[src/mpr_pkg.sv]
package mpr_pkg;

    localparam int PACKET_BYTES = 12;
    localparam int SCAN_POS     = PACKET_BYTES - 5;
    localparam int BYTE_CNT_W   = $clog2(PACKET_BYTES);
    localparam int SCAN_W       = $clog2(SCAN_POS + 1);
    localparam int TICK_W       = 17;
    localparam int TIMEOUT_W    = 16;

    localparam logic [TIMEOUT_W-1:0] TIMEOUT_RESET = 16'd1000;
    localparam logic [TICK_W-1:0]    TICK_MAX      = {TICK_W{1'b1}};
    localparam logic [3:0]           SYNC_NIBBLE   = 4'hF;

    typedef enum logic [1:0] {
        CMD_START = 2'd0,
        CMD_BYTE  = 2'd1,
        CMD_TICK  = 2'd2,
        CMD_NONE  = 2'd3
    } cmd_t;

    typedef enum logic [1:0] {
        ERR_OK      = 2'd0,
        ERR_TIMEOUT = 2'd1,
        ERR_NO_SYNC = 2'd2
    } err_t;

    typedef struct packed {
        logic [1:0] command;
        logic [7:0] rx_byte;
    } in_t;

    typedef struct packed {
        logic [1:0]  error_code;
        logic [3:0]  function_code;
        logic [2:0]  scale_code;
        logic [2:0]  decimal_places;
        logic [15:0] status_word;
        logic [14:0] magnitude;
        logic        negative;
    } out_t;

endpackage

[src/meter_packet_receiver.sv]
// Channel   | Signals                       | Direction | Beat
// ----------+-------------------------------+-----------+------------------------------
// input     | in_valid, in_stall, in_data   | in        | command + rx_byte
// result    | out_valid, out_stall, out_data| out       | error and decoded fields
// config    | cfg_we, cfg_data              | in        | timeout_ticks write
//
// Start, tick and ordinary byte beats add no stall of their own. The last byte of a
// packet starts a scan along the cell chain, one position per cycle, until a sync
// hit or the last scan position, where it waits for the output register to be free;
// in_stall is high during the scan.
// Reset (rst_n, asynchronous) leaves the receiver idle, counts cleared and the
// timeout at 1000 ticks; the byte cells hold no reset.
// A result sits in the output register until taken; input stalls whenever a
// held result is stalled, whatever the next beat is, as well as during the scan.
module meter_packet_receiver (
    input  logic                          clk,
    input  logic                          rst_n,
    input  logic                          in_valid,
    output logic                          in_stall,
    input  mpr_pkg::in_t                  in_data,
    output logic                          out_valid,
    input  logic                          out_stall,
    output mpr_pkg::out_t                 out_data,
    input  logic                          cfg_we,
    input  logic [mpr_pkg::TIMEOUT_W-1:0] cfg_data
);

    typedef enum logic [1:0] {
        ST_IDLE,
        ST_RECV,
        ST_SCAN
    } state_t;

    state_t                            state_reg,     state_next;
    logic [mpr_pkg::BYTE_CNT_W-1:0]    byte_cnt_reg,  byte_cnt_next;
    logic [mpr_pkg::TICK_W-1:0]        tick_cnt_reg,  tick_cnt_next;
    logic [mpr_pkg::SCAN_W-1:0]        scan_idx_reg,  scan_idx_next;
    logic [mpr_pkg::TIMEOUT_W-1:0]     timeout_reg,   timeout_next;
    logic                              out_valid_reg, out_valid_next;
    mpr_pkg::out_t                     out_data_reg,  out_data_next;

    logic                              in_accept;
    logic                              out_free;
    logic                              shift_en;
    logic [mpr_pkg::TICK_W-1:0]        tick_inc;
    logic [7:0]                        cell_q [mpr_pkg::PACKET_BYTES];
    logic [15:0]                       head_word;
    logic [15:0]                       stat_word;
    logic [15:0]                       val_word;
    logic                              sync_hit;
    mpr_pkg::out_t                     decoded;
    mpr_pkg::out_t                     err_result;

    // Output register may be loaded when empty or being emptied this cycle.
    assign out_free  = !out_valid_reg || !out_stall;
    assign in_stall  = (state_reg == ST_SCAN) || !out_free;
    assign in_accept = in_valid && !in_stall;

    // Byte chain: new bytes enter at the top cell and move towards cell 0.
    // After a full packet cell k holds byte k; each scan step moves every
    // byte down one place, so the decode window is always cells 0..5.
    generate
        for (genvar k = 0; k < mpr_pkg::PACKET_BYTES; k++)
        begin : g_cell
            if (k == mpr_pkg::PACKET_BYTES - 1)
            begin : g_top
                mpr_cell u_cell (
                    .clk      (clk),
                    .shift_en (shift_en),
                    .d        (in_data.rx_byte),
                    .q        (cell_q[k])
                );
            end
            else
            begin : g_mid
                mpr_cell u_cell (
                    .clk      (clk),
                    .shift_en (shift_en),
                    .d        (cell_q[k+1]),
                    .q        (cell_q[k])
                );
            end
        end
    endgenerate

    // Window decode: byte 1 is the candidate sync byte (high of header).
    assign head_word = {cell_q[1], cell_q[0]};
    assign stat_word = {cell_q[3], cell_q[2]};
    assign val_word  = {cell_q[5], cell_q[4]};
    assign sync_hit  = (cell_q[1][7:4] == mpr_pkg::SYNC_NIBBLE);

    always_comb
    begin
        decoded                = '0;
        decoded.error_code     = mpr_pkg::ERR_OK;
        decoded.function_code  = head_word[9:6];
        decoded.scale_code     = head_word[5:3];
        decoded.decimal_places = head_word[2:0];
        decoded.status_word    = stat_word;
        decoded.magnitude      = val_word[14:0];
        // 0x7fff or above: top bit set, or the low fifteen bits all ones
        decoded.negative       = val_word[15] || (&val_word[14:0]);
    end

    assign tick_inc = (tick_cnt_reg == mpr_pkg::TICK_MAX) ? tick_cnt_reg
                                                          : tick_cnt_reg + 1'b1;

    always_comb
    begin
        state_next     = state_reg;
        byte_cnt_next  = byte_cnt_reg;
        tick_cnt_next  = tick_cnt_reg;
        scan_idx_next  = scan_idx_reg;
        timeout_next   = cfg_we ? cfg_data : timeout_reg;
        out_valid_next = out_valid_reg && out_stall;
        out_data_next  = out_data_reg;
        shift_en       = 1'b0;
        err_result     = '0;

        unique case (state_reg)
            ST_IDLE, ST_RECV:
            begin
                if (in_accept)
                begin
                    unique case (in_data.command)
                        mpr_pkg::CMD_START:
                        begin
                            state_next    = ST_RECV;
                            byte_cnt_next = '0;
                            tick_cnt_next = '0;
                        end
                        mpr_pkg::CMD_BYTE:
                        begin
                            if (state_reg == ST_RECV)
                            begin
                                shift_en = 1'b1;
                                if (byte_cnt_reg ==
                                    mpr_pkg::BYTE_CNT_W'(mpr_pkg::PACKET_BYTES - 1))
                                begin
                                    state_next    = ST_SCAN;
                                    byte_cnt_next = '0;
                                    scan_idx_next = '0;
                                end
                                else
                                begin
                                    byte_cnt_next = byte_cnt_reg + 1'b1;
                                end
                            end
                        end
                        mpr_pkg::CMD_TICK:
                        begin
                            if (state_reg == ST_RECV)
                            begin
                                tick_cnt_next = tick_inc;
                                if (tick_inc > {1'b0, timeout_reg})
                                begin
                                    err_result.error_code = mpr_pkg::ERR_TIMEOUT;
                                    out_data_next         = err_result;
                                    out_valid_next        = 1'b1;
                                    state_next            = ST_IDLE;
                                end
                            end
                        end
                        default:
                        begin
                        end
                    endcase
                end
            end
            ST_SCAN:
            begin
                if (sync_hit)
                begin
                    if (out_free)
                    begin
                        out_data_next  = decoded;
                        out_valid_next = 1'b1;
                        state_next     = ST_IDLE;
                    end
                end
                else if (scan_idx_reg == mpr_pkg::SCAN_W'(mpr_pkg::SCAN_POS - 1))
                begin
                    if (out_free)
                    begin
                        err_result.error_code = mpr_pkg::ERR_NO_SYNC;
                        out_data_next         = err_result;
                        out_valid_next        = 1'b1;
                        state_next            = ST_IDLE;
                    end
                end
                else
                begin
                    shift_en      = 1'b1;
                    scan_idx_next = scan_idx_reg + 1'b1;
                end
            end
            default:
            begin
                state_next = ST_IDLE;
            end
        endcase
    end

    always_ff @(posedge clk or negedge rst_n)
    begin
        if (!rst_n)
        begin
            state_reg     <= ST_IDLE;
            byte_cnt_reg  <= '0;
            tick_cnt_reg  <= '0;
            scan_idx_reg  <= '0;
            timeout_reg   <= mpr_pkg::TIMEOUT_RESET;
            out_valid_reg <= 1'b0;
        end
        else
        begin
            state_reg     <= state_next;
            byte_cnt_reg  <= byte_cnt_next;
            tick_cnt_reg  <= tick_cnt_next;
            scan_idx_reg  <= scan_idx_next;
            timeout_reg   <= timeout_next;
            out_valid_reg <= out_valid_next;
        end
    end

    always_ff @(posedge clk)
    begin
        out_data_reg <= out_data_next;
    end

    assign out_valid = out_valid_reg;
    assign out_data  = out_data_reg;

endmodule

[src/mpr_cell.sv]
// One byte of the packet chain; takes its neighbour's byte when shifted.
module mpr_cell (
    input  logic       clk,
    input  logic       shift_en,
    input  logic [7:0] d,
    output logic [7:0] q
);

    logic [7:0] byte_reg;
    logic [7:0] byte_next;

    assign byte_next = shift_en ? d : byte_reg;
    assign q         = byte_reg;

    always_ff @(posedge clk)
    begin
        byte_reg <= byte_next;
    end

endmodule
[config.mk]
export PLATFORM = sky130hd
export DESIGN_NAME = meter_packet_receiver
export DESIGN_NICKNAME = d
export VERILOG_FILES = /design/src/mpr_pkg.sv /design/src/meter_packet_receiver.sv /design/src/mpr_cell.sv
export SDC_FILE = /design/constraint.sdc
export NUM_CORES = 1
export LEC_CHECK = 0
export ABC_AREA = 1
export BUFFER_PORTS_ARGS = -buffer_cell sky130_fd_sc_hd__buf_2
export CAP_MARGIN = 30
export CELL_PAD_IN_SITES_DETAIL_PLACEMENT = 0
export CELL_PAD_IN_SITES_GLOBAL_PLACEMENT = 1
export CORE_MARGIN = 2
export CORE_UTILIZATION = 45
export CTS_BUF_LIST = sky130_fd_sc_hd__clkbuf_4 sky130_fd_sc_hd__clkbuf_8
export CTS_CLUSTER_DIAMETER = 120
export DETAILED_ROUTE_END_ITERATION = 10
export PLACE_DENSITY_LB_ADDON = 0.2
export SLEW_MARGIN = 20
export SYNTH_ARGS = -nofsm -noshare
export SYNTH_HDL_FRONTEND = slang
export SYNTH_SLANG_ARGS = --single-unit
[constraint.sdc]
create_clock -name clk -period 6.7 [get_ports clk]
set_input_delay 0.67 -clock clk [delete_from_list [all_inputs] [get_ports clk]]
set_output_delay 0.67 -clock clk [all_outputs]
set_load 0.01 [all_outputs]
==> reports/summary.txt <==
vias in the first global route = 4,251
max FFs per register = 88
ANT cells = 0
Clock Power Share = 23.6%
largest net degree at the start of global routing = 71
normalized max-slew margin = 44.0%
count of input and output buffers = 76
clock root buffer = clkbuf_8
row cnt = 47
kind of critical path = register to register
post-CTS setup buffer count = 0
Int Pwr = 1920 uW
cell area after synthesis = 7460 sq um
Max VDD drop = 0.141 mV
final setup vio count = 0
CTS tree = yes
num ports = 77
sw frac = 30.0%
endpoint type of the worst setup path = register
Synth area leader = edfxtp_1
M2 GR Usage = 23.4%
grt ovf = 0
worst slew pin tran = 0.840 ns
Avg Cell Area, Syn = 12.2 sq um
PwrDens = 323 nW/um^2
placer congestion estimate = 0.844
Fill cells = 1,439
gr usage total = 14.5%
leakage = 0.00366 uW
multi-input logic area = 1780 sq um
final hold vios = 0
Clock transition at path regs = 0.10 ns
yosys warns = 0
Slew Viols, Final = 0
flops & latches, synth = 183
Netlist cell types = 40
Post-CTS Resized = 0
Crit Path Max Fanout = 22
setup TNS = 0 ns
outcome = finished clean
CTS sink cnt = 183
Hold Slack = 0.122 ns
type of the worst min-delay path = primary input to asynchronous set/reset pin
Via density = 4.63
Area Growth Syn to Fin = 14.0%
min Tclk post-route = 3.84 ns
1st-pass router iterations = 5
Net Switching = 825 uW
ANT nets after route = 0
H-tree Lvls = 4
top-area cell type share of the netlist area = 56.3%
DRT Wirelength = 12,100 microns
DIE HEIGHT = 133 microns
Net Count, Synth = 669
via count = 4,328
EDFF count, synth = 140
initial antenna violation count = 0
crit path DAT = 3.96 ns
CTS Hold Bufs = 0
met1 GRT Util = 19.2%
worst clock skew = 0.0144 ns
Post-DP HPWL = 8580 microns
clk buf depth = 2
fin crit share = 57.3%
max-capacitance violation count = 0
Register Area = 5290 sq um
met3 usage in global routing = 3.37%
Final Util = 51.8%
DR iter-0 viols = 196
core area = 16,400 sq um
asr flop ratio synth = 23.5%
GRT busiest layer = met2
Num CTS Buffers = 17
worst skew pair latency = 0.44 ns
Routed wire per std cell = 12.9 microns
most common cell after layout, fill and taps aside = edfxtp_1
Post-Syn Instances = 611
Main synth FF type = edfxtp_1
most frequent cells in the layout = edfxtp_1 (140), nand2_1 (106), inv_1 (98)
RSZ-0062 raised after global routing = no
worst reg-to-reg setup slack = 2.86 ns
Seq/Total Area, Yosys = 70.8%
Nets = 761
share of cells above drive strength 1 = 19.0%
top post-synthesis cells by area = edfxtp_1 (56%), dfrtp_1 (12%), nand2_1 (5.3%), inv_1 (4.9%), ha_1 (4.5%)
Die Wd = 133 microns
Max Clk Rate = 0.261 GHz
Worst setup SP type = register
register share of total power = 57.9%
full die area = 17,600 sq um
# DRC = 0
Logic pwr share = 18.5%
first-pass GRT wire length = 20,000 microns
initial core utilization = 45.5%
Worst EP required = 6.82 ns
## worst max-delay path, cell delays in order, from the launching register on
cell and delay, ns:
dfrtp_1 0.41, ha_1 0.18, inv_1 0.08, nor2_4 0.14
nand2_1 0.11, nor2_4 0.17, nand2_4 0.14, nand2_1 0.13
xor2_1 0.19, inv_1 0.06, ha_1 0.29, nand2_1 0.07
nor2_1 0.14, nand2_1 0.07, nand3_1 0.06, nand2_1 0.05
nand2_1 0.08, nand3_2 0.08, nand2_2 0.09, nand2_2 0.07
a211oi_4 0.52, buf_4 0.38
## synth_stat cells, drive strengths merged (2+ instances only)
cell / n
clkbuf: 7
o21ai: 27
xor2: 14
ha: 27
o22ai: 2
edfxtp: 140
a21oi: 13
nor3: 7
nor4: 9
o21a: 2
dfstp: 6
nand4: 5
nor2: 75
inv: 99
a22o: 2
buf: 2
dfrtp: 37
nand3: 15
nand2: 112
## per-layer routing
layer,vias to the layer above,wire length (microns)
met4,0,204
met5,-,0
met3,13,370
met1,2037,5750
met2,73,5780
li1,2205,-
## metrics by stage
stage	area, sq um	setup slack, ns	instances	total power (uW)
6_report	8510	2.86	935	2750
5_1_grt	8510	2.46	935	2920
4_1_cts	8510	2.82	935	2780
3_5_place_dp	8170	2.88	904	2140
3_3_place_gp	8120	2.49	901	2110
2_1_floorplan	7460	0.101	611	1980
## cell type report
class | instances | area share [%]
Sequential cell | 183 | 62.2
Multi-Input combinational cell | 319 | 21.0
Timing Repair Buffer | 82 | 5.28
Inverter | 100 | 4.41
Tap cell | 220 | 3.24
Clock buffer | 18 | 2.84
Clock inverter | 13 | 1.12
## power groups by stage
stage	sequential (uW)	combinational (uW)	clock [uW]
after global routing	1610	592	712
after floorplan	1640	345	0
after detailed placement	1620	518	0
after CTS	1590	520	668
final	1590	508	648
after global placement	1610	500	0
## final timing paths
kind	cells after the start	endpoint	startpoint
max	21	out_data[42]$_SDFFCE_PN1P_	tick_cnt_reg[0]$_DFFE_PN0P_
min	1	state_reg[0]$_DFFE_PN0P_	rst_n
min reg2reg	0	g_cell[8].g_mid.u_cell.q[7]$_DFFE_PP_	g_cell[9].g_mid.u_cell.q[7]$_DFFE_PP_
max reg2reg	21	out_data[42]$_SDFFCE_PN1P_	tick_cnt_reg[0]$_DFFE_PN0P_
min in group clk	1	g_cell[11].g_top.u_cell.q[1]$_DFFE_PP_	in_data[1]
max in group asynchronous	2	timeout_reg[7]$_DFFE_PN1P_	rst_n
## kinds of logic after synthesis
kind of cell | count (synthesis) | synth area share (%)
AOI/OAI and AO/OA | 51 | 3.94
DFF | 183 | 70.8
and+or+nand+nor | 225 | 13.1
muxes | 1 | 0.151
adders and majority gates | 27 | 4.53
xor gates and xnor gates | 15 | 1.86
buffers and inverters | 109 | 5.60
No activity file was read; power rests on OpenSTA's default activity.
